File: src/sv/cletok_pkg.sv
package cletok_pkg;

   typedef logic [1:0] action_type;
   typedef logic [7:0] char_type;
   typedef logic [5:0] index_type;
   typedef logic [2:0] resp_type;
   typedef logic [6:0] byte7_type;
   typedef logic [3:0] count_type;
   typedef logic [5:0] length_type;

   // request actions
   localparam action_type ACT_CHAR  = 2'd0;
   localparam action_type ACT_MARK  = 2'd1;
   localparam action_type ACT_CLEAR = 2'd2;
   localparam action_type ACT_READ  = 2'd3;

   // response codes
   localparam resp_type RSP_NONE  = 3'd0;
   localparam resp_type RSP_EMPTY = 3'd1;
   localparam resp_type RSP_ECHO  = 3'd2;
   localparam resp_type RSP_ERASE = 3'd3;
   localparam resp_type RSP_FULL  = 3'd4;
   localparam resp_type RSP_ARGOV = 3'd5;

   // terminal bytes
   localparam char_type CH_BKSP  = 8'h7F;
   localparam char_type CH_ENTER = 8'h0D;
   localparam char_type CH_SPACE = 8'h20;
   localparam char_type CH_LAST  = 8'h7E;

   localparam byte7_type SEP_CODE = 7'h00;

   typedef struct packed {
      resp_type   response;
      byte7_type  echo_char;
      logic       command_ready;
      count_type  arg_count;
      length_type line_length;
      byte7_type  read_byte;
      length_type arg_offset;
   } rsp_beat_type;

endpackage

File: src/sv/cletok_if.sv
interface cletok_req_if import cletok_pkg::*; ();
   logic       valid;
   logic       ready;
   action_type action;
   char_type   char_code;
   index_type  read_index;

   modport source (output valid, output action, output char_code, output read_index,
                   input ready);
   modport sink   (input valid, input action, input char_code, input read_index,
                   output ready);
endinterface

interface cletok_rsp_if import cletok_pkg::*; ();
   logic       valid;
   logic       ready;
   resp_type   response;
   byte7_type  echo_char;
   logic       command_ready;
   count_type  arg_count;
   length_type line_length;
   byte7_type  read_byte;
   length_type arg_offset;

   modport source (output valid, output response, output echo_char, output command_ready,
                   output arg_count, output line_length, output read_byte,
                   output arg_offset, input ready);
   modport sink   (input valid, input response, input echo_char, input command_ready,
                   input arg_count, input line_length, input read_byte,
                   input arg_offset, output ready);
endinterface

File: src/sv/command_line_editor_tokenizer_top.sv
// A request beat accepted is registered in the read stage, then in the output register that
// drives its response beat. Throughput: one beat per cycle while the sink is not stalling; the
// line store read-modify-write handles each byte as it is accepted. A two-entry output path
// (read stage plus output register) lets one more request in while a response waits.
// Reset: synchronous, clears pointers, counts, flags and both pipeline valids; the memories
// are not swept -- reads are masked by the fill counts, so no clearing pass is needed.
module command_line_editor_tokenizer_top
   import cletok_pkg::*;
#(
   parameter int BUFFER_LEN = 64,
   parameter int MAX_ARGS   = 10
) (
   input logic           clock,
   input logic           reset,
   cletok_req_if.sink    req_chan,
   cletok_rsp_if.source  rsp_chan
);

   // address and count widths
   localparam int AW  = $clog2(BUFFER_LEN);
   localparam int CW  = $clog2(MAX_ARGS + 1);
   localparam int AAW = (MAX_ARGS > 1) ? $clog2(MAX_ARGS) : 1;
   localparam int XW0 = (AW > 6) ? AW : 6;
   localparam int XW  = ((XW0 > CW) ? XW0 : CW) + 1;

   localparam logic [AW-1:0] LAST_POS = AW'(BUFFER_LEN - 1);
   localparam logic [CW-1:0] ARG_LIM  = CW'(MAX_ARGS);

   // stage-1 record: response fields known at accept, plus read masks
   typedef struct packed {
      resp_type   response;
      byte7_type  echo_char;
      logic       command_ready;
      count_type  arg_count;
      length_type line_length;
      logic       byte_ok;
      logic       offs_ok;
   } stage_type;

   // line store and argument start table: one write port, synchronous reads
   logic [6:0]    store_mem [BUFFER_LEN];
   logic [AW-1:0] arg_mem   [MAX_ARGS];

   // editor state
   logic [AW-1:0] wp_ff, wp_in;
   logic [CW-1:0] args_ff, args_in;
   logic          pend_ff, pend_in;
   logic          sep_ff, sep_in;       // entry at wp-1 is a separator

   // memory read data
   logic [6:0]    store_prev_ff;        // entry at wp-2, refreshed every cycle
   logic [6:0]    store_rd_ff;
   logic [AW-1:0] arg_rd_ff;

   // pipeline
   logic         s1_valid_ff;
   stage_type    s1_ff, s1_in;
   logic         out_valid_ff;
   rsp_beat_type out_ff, out_in;

   logic accept, out_free, s1_move;

   // step decode
   logic          is_print, at_start, word_edge, drop, do_clear;
   logic          st_we, ag_we;
   logic [6:0]    st_wdata;
   logic [AW-1:0] wp_dec, prev_addr, st_raddr;
   logic [AAW-1:0] ag_raddr;
   logic [XW-1:0] idx_x, args_in_x, wp_in_x, arg_rd_x;
   resp_type      resp_code;
   byte7_type     echo_code;

   assign out_free       = !out_valid_ff || rsp_chan.ready;
   assign s1_move        = s1_valid_ff && out_free;
   assign req_chan.ready = !s1_valid_ff || out_free;
   assign accept         = req_chan.valid && req_chan.ready;

   assign is_print  = (req_chan.char_code >= CH_SPACE) && (req_chan.char_code <= CH_LAST);
   assign at_start  = (wp_ff == '0);
   assign word_edge = at_start || sep_ff;
   assign wp_dec    = wp_ff - AW'(1);

   assign idx_x    = XW'(req_chan.read_index);
   assign st_raddr = idx_x[AW-1:0];
   assign ag_raddr = idx_x[AAW-1:0];

   // editor step: decide response, next pointers and the store write
   always_comb begin
      wp_in     = wp_ff;
      args_in   = args_ff;
      pend_in   = pend_ff;
      sep_in    = sep_ff;
      resp_code = RSP_NONE;
      echo_code = '0;
      st_we     = 1'b0;
      st_wdata  = req_chan.char_code[6:0];
      ag_we     = 1'b0;
      drop      = 1'b0;
      do_clear  = 1'b0;
      if (accept) begin
         case (req_chan.action)
            ACT_CHAR: begin
               if (pend_ff) begin
                  resp_code = RSP_EMPTY;
               end else if (req_chan.char_code == CH_ENTER) begin
                  // entry at wp reads as a separator, masked by the fill count: only raise the flag
                  pend_in   = 1'b1;
                  resp_code = RSP_EMPTY;
               end else if (req_chan.char_code == CH_BKSP) begin
                  if (!at_start) begin
                     wp_in     = wp_dec;
                     sep_in    = (wp_dec != '0) && (store_prev_ff == SEP_CODE);
                     drop      = (wp_dec == '0) || (store_prev_ff == SEP_CODE);
                     resp_code = RSP_ERASE;
                  end else begin
                     drop      = 1'b1;
                     resp_code = RSP_EMPTY;
                  end
                  if (drop && (args_ff != '0)) begin
                     args_in = args_ff - CW'(1);
                  end
               end else if (is_print) begin
                  if (wp_ff >= LAST_POS) begin
                     do_clear  = 1'b1;
                     resp_code = RSP_FULL;
                  end else if ((req_chan.char_code == CH_SPACE) && word_edge) begin
                     // drop leading or doubled space, still echo it
                     echo_code = req_chan.char_code[6:0];
                     resp_code = RSP_ECHO;
                  end else if (word_edge && (args_ff >= ARG_LIM)) begin
                     do_clear  = 1'b1;
                     resp_code = RSP_ARGOV;
                  end else begin
                     if (word_edge) begin
                        ag_we   = 1'b1;
                        args_in = args_ff + CW'(1);
                     end
                     st_we     = 1'b1;
                     st_wdata  = (req_chan.char_code == CH_SPACE) ? SEP_CODE
                                                                  : req_chan.char_code[6:0];
                     wp_in     = wp_ff + AW'(1);
                     sep_in    = (req_chan.char_code == CH_SPACE);
                     echo_code = req_chan.char_code[6:0];
                     resp_code = RSP_ECHO;
                  end
               end
            end
            ACT_MARK: begin
               pend_in = 1'b0;
            end
            ACT_CLEAR: begin
               do_clear = 1'b1;
            end
            ACT_READ: begin
            end
            default: begin
            end
         endcase
      end
      if (do_clear) begin
         wp_in   = '0;
         args_in = '0;
         pend_in = 1'b0;
         sep_in  = 1'b0;
      end
   end

   // look ahead: fetch the entry two below the next write position for a later backspace
   assign prev_addr = wp_in - AW'(2);

   assign args_in_x = XW'(args_in);
   assign wp_in_x   = XW'(wp_in);

   always_comb begin
      s1_in.response      = resp_code;
      s1_in.echo_char     = echo_code;
      s1_in.command_ready = pend_in;
      s1_in.arg_count     = args_in_x[3:0];
      s1_in.line_length   = wp_in_x[5:0];
      // entries at or above the fill counts read as zero
      s1_in.byte_ok       = (req_chan.action == ACT_READ) && (idx_x < XW'(wp_ff));
      s1_in.offs_ok       = (req_chan.action == ACT_READ) && (idx_x < XW'(args_ff));
   end

   assign arg_rd_x = XW'(arg_rd_ff);

   always_comb begin
      out_in.response      = s1_ff.response;
      out_in.echo_char     = s1_ff.echo_char;
      out_in.command_ready = s1_ff.command_ready;
      out_in.arg_count     = s1_ff.arg_count;
      out_in.line_length   = s1_ff.line_length;
      out_in.read_byte     = s1_ff.byte_ok ? store_rd_ff : '0;
      out_in.arg_offset    = s1_ff.offs_ok ? arg_rd_x[5:0] : '0;
   end

   // memories: write on append / new argument, read every cycle (look-ahead) or on accept
   always_ff @(posedge clock) begin
      if (st_we) begin
         store_mem[wp_ff] <= st_wdata;
      end
      store_prev_ff <= store_mem[prev_addr];
      if (accept) begin
         store_rd_ff <= store_mem[st_raddr];
      end
   end

   always_ff @(posedge clock) begin
      if (ag_we) begin
         arg_mem[args_ff[AAW-1:0]] <= wp_ff;
      end
      if (accept) begin
         arg_rd_ff <= arg_mem[ag_raddr];
      end
   end

   // control state
   always_ff @(posedge clock) begin
      if (reset) begin
         wp_ff        <= '0;
         args_ff      <= '0;
         pend_ff      <= 1'b0;
         sep_ff       <= 1'b0;
         s1_valid_ff  <= 1'b0;
         out_valid_ff <= 1'b0;
      end else begin
         wp_ff   <= wp_in;
         args_ff <= args_in;
         pend_ff <= pend_in;
         sep_ff  <= sep_in;
         if (req_chan.ready) begin
            s1_valid_ff <= accept;
         end
         if (out_free) begin
            out_valid_ff <= s1_valid_ff;
         end
      end
   end

   // payload: hold while stalled
   always_ff @(posedge clock) begin
      if (accept) begin
         s1_ff <= s1_in;
      end
      if (s1_move) begin
         out_ff <= out_in;
      end
   end

   assign rsp_chan.valid         = out_valid_ff;
   assign rsp_chan.response      = out_ff.response;
   assign rsp_chan.echo_char     = out_ff.echo_char;
   assign rsp_chan.command_ready = out_ff.command_ready;
   assign rsp_chan.arg_count     = out_ff.arg_count;
   assign rsp_chan.line_length   = out_ff.line_length;
   assign rsp_chan.read_byte     = out_ff.read_byte;
   assign rsp_chan.arg_offset    = out_ff.arg_offset;

endmodule

File: src/flat_wrapper.sv
// flat-port wrapper written by rule: the top's interface ports become plain ports
module command_line_editor_tokenizer_top_flat import cletok_pkg::*;
#(
   parameter int BUFFER_LEN = 64,
   parameter int MAX_ARGS   = 10
)
  (clock, reset, req_chan_valid, req_chan_action, req_chan_char_code, req_chan_read_index, req_chan_ready, rsp_chan_valid, rsp_chan_response, rsp_chan_echo_char, rsp_chan_command_ready, rsp_chan_arg_count, rsp_chan_line_length, rsp_chan_read_byte, rsp_chan_arg_offset, rsp_chan_ready);
  cletok_req_if req_chan_i ();
  cletok_rsp_if rsp_chan_i ();
  input logic clock;
  input logic reset;
  input wire logic [$bits(req_chan_i.valid)-1:0] req_chan_valid;
  input wire logic [$bits(req_chan_i.action)-1:0] req_chan_action;
  input wire logic [$bits(req_chan_i.char_code)-1:0] req_chan_char_code;
  input wire logic [$bits(req_chan_i.read_index)-1:0] req_chan_read_index;
  output wire logic [$bits(req_chan_i.ready)-1:0] req_chan_ready;
  output wire logic [$bits(rsp_chan_i.valid)-1:0] rsp_chan_valid;
  output wire logic [$bits(rsp_chan_i.response)-1:0] rsp_chan_response;
  output wire logic [$bits(rsp_chan_i.echo_char)-1:0] rsp_chan_echo_char;
  output wire logic [$bits(rsp_chan_i.command_ready)-1:0] rsp_chan_command_ready;
  output wire logic [$bits(rsp_chan_i.arg_count)-1:0] rsp_chan_arg_count;
  output wire logic [$bits(rsp_chan_i.line_length)-1:0] rsp_chan_line_length;
  output wire logic [$bits(rsp_chan_i.read_byte)-1:0] rsp_chan_read_byte;
  output wire logic [$bits(rsp_chan_i.arg_offset)-1:0] rsp_chan_arg_offset;
  input wire logic [$bits(rsp_chan_i.ready)-1:0] rsp_chan_ready;
  assign req_chan_i.valid = req_chan_valid;
  assign req_chan_i.action = req_chan_action;
  assign req_chan_i.char_code = req_chan_char_code;
  assign req_chan_i.read_index = req_chan_read_index;
  assign req_chan_ready = req_chan_i.ready;
  assign rsp_chan_valid = rsp_chan_i.valid;
  assign rsp_chan_response = rsp_chan_i.response;
  assign rsp_chan_echo_char = rsp_chan_i.echo_char;
  assign rsp_chan_command_ready = rsp_chan_i.command_ready;
  assign rsp_chan_arg_count = rsp_chan_i.arg_count;
  assign rsp_chan_line_length = rsp_chan_i.line_length;
  assign rsp_chan_read_byte = rsp_chan_i.read_byte;
  assign rsp_chan_arg_offset = rsp_chan_i.arg_offset;
  assign rsp_chan_i.ready = rsp_chan_ready;
  command_line_editor_tokenizer_top #(.BUFFER_LEN(BUFFER_LEN), .MAX_ARGS(MAX_ARGS)) u_core (.clock(clock), .reset(reset), .req_chan(req_chan_i), .rsp_chan(rsp_chan_i));
endmodule
File: config.mk
export PLATFORM = sky130hd
export DESIGN_NAME = command_line_editor_tokenizer_top_flat
export DESIGN_NICKNAME = d
export VERILOG_FILES = /design/src/sv/cletok_pkg.sv /design/src/sv/cletok_if.sv /design/src/sv/command_line_editor_tokenizer_top.sv /design/src/flat_wrapper.sv
export SDC_FILE = /design/constraint.sdc
export NUM_CORES = 1
export LEC_CHECK = 0
export BUFFER_PORTS_ARGS = -buffer_cell sky130_fd_sc_hd__buf_4
export CAP_MARGIN = 20
export CORE_MARGIN = 3
export CORE_UTILIZATION = 30
export CTS_CLUSTER_DIAMETER = 50
export DETAILED_ROUTE_END_ITERATION = 12
export GPL_TIMING_DRIVEN = 0
export PLACE_DENSITY = 0.45
export SYNTH_ARGS = -nofsm -noshare
export SYNTH_HDL_FRONTEND = slang
export SYNTH_SLANG_ARGS = --single-unit
File: constraint.sdc
create_clock -name clock -period 5.9 [get_ports clock]
set_input_delay 0.295 -clock clock [delete_from_list [all_inputs] [get_ports clock]]
set_output_delay 0.295 -clock clock [all_outputs]
set_load 0.02 [all_outputs]
Word level (Yosys, flattened, before mapping)
Memory sizes are Yosys's and may differ from the RTL's. A register that Yosys moved wholly into a read port is not among the register bits.
Cells that the tools add are included.

word-level totals
  output and inout bits = 36
  register bits = 71
  bits in writable memories = 508
  memories = 2

memories
  name              depth  width  rd ports  clocked after Yosys merged registers in  wr ports  line                                     text
  u_core.store_mem  64     7      2         2                                        1         command_line_editor_tokenizer_top.sv:41  logic [6:0] store_mem [BUFFER_LEN];
  u_core.arg_mem    10     6      1         1                                        1         command_line_editor_tokenizer_top.sv:42  logic [AW-1:0] arg_mem [MAX_ARGS];

operators by class
  reductions and logical operators = 26
  equality and inequality tests = 10
  bitwise operators = 4
  multiplexer cells = 92
  add/sub/neg operators = 5
  magnitude comparators = 6

operators by type and width
  cell                   count
  $mux W7                12
  $mux W6                11
  $mux W1                49
  $mux W4                12
  $mux W3                5
  $logic_not A6 Y1       2
  $logic_and A1 B1 Y1    9
  $reduce_and A9 Y1      1
  $eq A8 B4 Y1 const B   1
  $eq A8 B6 Y1 const B   1
  $eq A8 B7 Y1 const B   1
  $ge A8 B6 Y1 const B   1
  $le A8 B7 Y1 const B   1
  $logic_not A7 Y1       1
  $add A6 B1 Y6 const B  1
  $ge A6 B6 Y1 const B   1
  $lt A6 B4 Y1           1
  $lt A6 B6 Y1           1
  $ne A2 B1 Y1 const B   3
  $reduce_bool A6 Y1     1
  $reduce_or A6 Y1       1
  $sub A6 B1 Y6 const B  1
  $sub A6 B2 Y6 const B  1
  $add A4 B1 Y4 const B  1
  15 further kinds       24

Logic depth before layout (Yosys ltp)
  word-level depth = 17
  gate-level depth with buffers = 22

Worst setup path after synthesis
OpenSTA, ideal clock, no wires.

  path kind = reg-to-reg
  start = register u_core.out_valid_ff, in the netlist u_core.rsp_chan.valid
  end = register u_core.store_prev_ff[0] (read register of u_core.store_mem)
  slack = 0.789 ns
  data required time = 5.782 ns
  arrival time = 4.994 ns
  cell stages (with the launch flop) = 16
  buffers on the path = 2
  clock period less this slack = 5.111 ns
  cells stage by stage = dfxtp_1 nand3b_1 nand2_1 clkinv_1 o211ai_1 a22oi_1 nand3_2 clkbuf_1 buf_1 ha_1 xor2_2 mux4_2 o2bb2ai_1 mux4_2 a21o_1 o2bb2ai_1

between the ends
  word-level cells in the longest chain between the ends = 7
  elaborated cells between the ends (all ways) = 8
  those cells by class = 1 x add/sub; 3 x mux; 4 x reduce/logical

ends and longest elaborated chain
  item                                       line                                      text
  start, declared                            command_line_editor_tokenizer_top.sv:58   logic out_valid_ff;
  start signal, assigned                     command_line_editor_tokenizer_top.sv:235  out_valid_ff <= s1_valid_ff;
  $logic_not A1 Y1 *                         command_line_editor_tokenizer_top.sv:73   assign out_free = !out_valid_ff || rsp_chan.ready;
  $logic_or A1 B1 Y1 *                       command_line_editor_tokenizer_top.sv:73
  $logic_or A1 B1 Y1 *                       command_line_editor_tokenizer_top.sv:75   assign req_chan.ready = !s1_valid_ff || out_free;
  named net req_chan_ready                   flat_wrapper.sv:16                        output wire logic [$bits(req_chan_i.ready)-1:0] req_chan_ready;
  $logic_and A1 B1 Y1 *                      command_line_editor_tokenizer_top.sv:76   assign accept = req_chan.valid && req_chan.ready;
  named net u_core.accept                    command_line_editor_tokenizer_top.sv:61   logic accept, out_free, s1_move;
  $mux W6 / $mux W1 (equally long branches)  command_line_editor_tokenizer_top.sv:100  if (accept) begin
  $mux W6 *                                  command_line_editor_tokenizer_top.sv:160  if (do_clear) begin
  $sub A6 B2 Y6 *                            command_line_editor_tokenizer_top.sv:169  assign prev_addr = wp_in - AW'(2);
  end, declared                              command_line_editor_tokenizer_top.sv:51   logic [6:0] store_prev_ff;

Mark *: on every way through the listed nets, which the timed path passes. The rest lies on a longest branch.
A chain may end at the register's enable or synchronous reset.

Worst setup path in the final report
  start = register u_core.wp_ff[0]
  end = register u_core.store_prev_ff[2] (read register of u_core.store_mem)

between the ends
  word-level cells in the longest chain between the ends = 14
  elaborated cells between the ends (all ways) = 28
  those cells by class = 3 x add/sub; 1 x order compare; 20 x mux; 4 x reduce/logical

ends and longest elaborated chain
  item                                                                    line                                      text
  start, declared                                                         command_line_editor_tokenizer_top.sv:45   logic [AW-1:0] wp_ff, wp_in;
  start signal, assigned                                                  command_line_editor_tokenizer_top.sv:227  wp_ff <= wp_in;
  parallel branches: the longest is 12 deep, another holds $add A6 B1 Y6  -
  $mux W6 *                                                               command_line_editor_tokenizer_top.sv:160
  $sub A6 B2 Y6 *                                                         command_line_editor_tokenizer_top.sv:169

Every way passes the cells marked *.

==> insert_results.sql <==
INSERT INTO impl_metrics (metric_group, metric, value, unit) VALUES
('floorplan', 'design.portCount', '56', ''),
('sta', 'finalCriticalPeriod', '5844', 'ps'),
('power', 'p_leak', '10.75', 'nW'),
('place', 'place_worst_setup_slack', '-3567', 'ps'),
('routing', 'drc_errors_left', '0', ''),
('outcome', 'run_status', 'finished, final reports clean', ''),
('finish', 'area_growth', '18.54', '%'),
('floorplan', 'chipHeight', '311.6', 'um'),
('critical_path', 'crit_fanout', '20', ''),
('place', 'hpwl', '76520', 'um'),
('sta', 'tightest_slew', '1244', 'ps'),
('synthesis', 'postSynthNetCount', '1881', ''),
('sta', 'timing.final.hold_violations', '0', ''),
('clock_tree', 'clkLatencyLatePin', '640', 'ps'),
('place', 'placed_cells_incl_taps', '3162', ''),
('synthesis', 'synth-async-reset-ratio', '0', ''),
('sta', 'layout_setup_ws', '55.71', 'ps'),
('sta', 'timing.max_slew.rel_slack', '0.1707', ''),
('clock_tree', 'clk_pin_slew_worst_paths', '60', 'ps'),
('finish', 'layout-drive-gt1-share', '0.2460', ''),
('job', 'maximum_capacitance_violations', '0', ''),
('sta', 'timing.setup.tns', '0', 'ps'),
('floorplan', 'core_area', '92080', 'sq um'),
('grt', 'wire_length_of_the_first_global_routing_pass', '151200', 'um'),
('synthesis', 'synth_flop_cell', 'edfxtp_1', ''),
('grt', 'grt_overflow', '0', ''),
('finish', 'layout.filler_cells', '8675', ''),
('finish', 'design.final.nets', '2047', ''),
('clock_tree', 'clock_sinks', '599', ''),
('clock_tree', 'h_tree_depth_reported_by_cts', '3', ''),
('sta', 'timing.clock.skew', '31.22', 'ps'),
('synthesis', 'synthTopCellsByArea', 'edfxtp_1 62%, mux4_2 14%, nand2_1 2.8%, mux2i_1 1.6%, dfxtp_1 1.5%', ''),
('routing', 'drt-wirelength-per-cell', '32.63', 'um'),
('synthesis', 'synthDominantAreaCellType', 'edfxtp_1', ''),
('routing', 'route.vias.total', '19480', ''),
('synthesis', 'post_synth.cell_area_avg', '15.18', 'sq um'),
('clock_tree', 'cts_buffers', '79', ''),
('worst_hold_path', 'hold_path.class', 'input port to flip-flop', ''),
('clock_tree', 'cts-root-to-sink-buffers', '3', ''),
('synthesis', 'ys_top_cells_by_count', '578 x edfxtp_1, 210 x nand2_1, 174 x mux4_2', ''),
('sta', 'slew_viol_final', '0', ''),
('synthesis', 'mappedNetlistArea', '28010', 'sq um'),
('synthesis', 'postSynthRegisterBits', '599', ''),
('grt', 'grt_use_total', '0.2198', ''),
('clock_tree', 'tritoncts_clock_tree', 'done', ''),
('power', 'pwr_cell_area', '315.0', 'nW/um^2'),
('power', 'peak_supply_drop', '196.8', 'uV'),
('sta', 'fmax', '171.1', 'MHz'),
('clock_tree', 'clock-root-buffer', 'clkbuf_16', ''),
('sta', 'post-route-period-util', '0.9906', ''),
('synthesis', 'yosysTopAreaCellShare', '0.6196', ''),
('critical_path', 'cp_class', 'flip-flop to flip-flop', ''),
('routing', 'first_iter_violations', '2958', ''),
('critical_path', 'critPathCaptureType', 'flip-flop', ''),
('place', 'port_buffers', '54', ''),
('synthesis', 'syn-instance-count', '1845', ''),
('floorplan', 'row_count', '111', ''),
('place', 'globalplace.congestion', '0.9150', ''),
('finish', 'final-seq-area', '17780', 'sq um'),
('grt', 'first_global_vias', '18950', ''),
('grt', 'grt_max_degree', '65', ''),
('finish', 'multiInputGateArea', '9706', 'sq um'),
('synthesis', 'yosysWarningCount', '0', ''),
('critical_path', 'cp_data_required_time', '6460', 'ps'),
('critical_path', 'worst_ep_arrival_time', '6400', 'ps'),
('finish', 'postLayoutCoreUtil', '0.3606', ''),
('critical_path', 'start_kind', 'flip-flop', ''),
('floorplan', 'initial_core_util', '0.3042', ''),
('floorplan', 'fp.dieArea', '97070', 'sq um'),
('synthesis', 'ys_seq_area_frac', '0.6347', ''),
('routing', 'detail_route.wirelength', '108300', 'um'),
('routing', 'firstDrtPassIters', '6', ''),
('sta', 'grt_setup_unrepaired', 'no', ''),
('floorplan', 'die_width', '311.6', 'um'),
('routing', 'drtAntennaViolNets', '0', ''),
('finish', 'stdcell_count', '3320', ''),
('sta', 'setup-violations-final', '0', ''),
('synthesis', 'synth_enable_flop_cells', '578', ''),
('grt', 'antenna_found_initial', '6', ''),
('synthesis', 'netlist-cell-type-count', '86', ''),
('routing', 'avgViaCountPerCell', '5.866', ''),
('synthesis', 'synthMostInstantiatedCell', 'edfxtp_1', '');
worst max-delay path, cell delays in order, from the launching register on:
cell and delay [ps]:
dfxtp_4 500, inv_1 150, clkbuf_2 240, ha_1 320, and2b_2 300, a21o_1 170
buf_2 190, a211o_2 410, a22oi_1 310, nand3_4 220, inv_2 450, buf_2 420
buf_1 960, a21oi_1 50, or3_1 430, o211ai_1 200, buf_4 190, a31oi_1 40
o211ai_1 190
cell type report:
class,instances,area share
multi-input combinational,1095,0.2923
buffer,122,0.01854
tap,1243,0.04684
inverter,25,0.003090
clock inverter,52,0.01515
clock buffer,91,0.06154
sequential,599,0.5356
antenna,4,0.0003015
timing repair buffer,89,0.02668
metal layers:
metal  GRT usage  wire length, um  vias up
met5           0               30        -
li1            -                -     7832
met1      0.3002            43960    10110
met3     0.05214            11310      254
met4      0.1016             5284        4
met2      0.3317            47730     1274
kinds of logic after synthesis:
logic type	count (synthesis)	share of synthesized area
DFF	599	0.6347
muxes	234	0.1621
AOI/OAI and AO/OA	326	0.08518
and+or+nand+nor	514	0.08514
adders and majority gates	16	0.007147
xor gates and xnor gates	5	0.002100
buffers and inverters	151	0.02372
final timing paths:
| check | start | end | slack, ps | depth (start not counted) |
|---|---|---|---|---|
| setup / recovery | u_core.wp_ff[0] | u_core.store_prev_ff[2] | 60 | 18 |
| hold / removal | req_chan_char_code[5] | u_core.out_in[29] | 40 | 2 |
| setup reg to reg | u_core.wp_ff[0] | u_core.store_prev_ff[2] | 60 | 18 |
| hold reg to reg | u_core.out_in[31] | u_core.rsp_chan.response[0] | 420 | 0 |
sequential cells by signal, summed over array words and instances (netlist names), 2 cells and up:
name,cells
u_core.arg_mem,60
u_core.wp_ff,6
u_core.store_mem,448
u_core.out_in,21
u_core.rsp_chan.echo_char,7
u_core.store_rd_ff,7
u_core.s1_ff,2
u_core.rsp_chan.response,3
u_core.rsp_chan.arg_offset,6
u_core.arg_rd_ff,6
u_core.rsp_chan.read_byte,7
u_core.args_ff,4
u_core.store_prev_ff,7
u_core.rsp_chan.arg_count,4
u_core.rsp_chan.line_length,6
power breakdown:
group	switching (mW)	internal, mW
sequential	0.0171	4.71
combinational	0.714	0.342
clock	1.97	2.71
per-stage QoR:
stage / hold WS, ps / instance area [sq um] / total power [mW]
after floorplan: 373.1 / 28010 / 5.343
after global placement: 400.8 / 29970 / 5.804
after detailed placement: 404.5 / 30360 / 5.827
after CTS: 6.251 / 33090 / 10.49
after global routing: 27.09 / 33190 / 10.73
final: 39.00 / 33200 / 10.46
repair_timing:
| action | CTS | global route |
|---|---|---|
| hold buffers | 4 | 0 |
| resized for setup | 44 | 11 |
| hold endpoints to repair | 7 | 0 |
| endpoints found under the setup margin | 7 | 7 |
| setup buffers | 4 | 6 |
| pin swaps | 3 | 3 |
cells in the final DEF (no fill, tap or decap), types with 8 or more instances in the layout:
cell	n
a211oi_1	18
a21oi_1	74
a221oi_1	46
a222oi_1	12
a22oi_1	16
a31oi_1	26
a32oi_1	11
and2_1	31
and3_1	10
buf_1	14
buf_2	33
buf_4	77
buf_8	13
clkbuf_1	53
clkbuf_16	80
clkbuf_2	9
clkbuf_4	8
clkinv_1	10
clkinv_2	8
clkinvlp_4	13
dfxtp_1	19
edfxtp_1	578
ha_1	15
inv_1	20
inv_6	8
mux2_2	13
mux2i_1	46
mux4_2	174
nand2_1	210
nand2b_1	8
nand3_1	62
nor2_1	111
nor2b_1	12
nor3_1	24
o211ai_1	9
o21ai_0	31
Note: power is estimated with default switching activity, not from simulation.
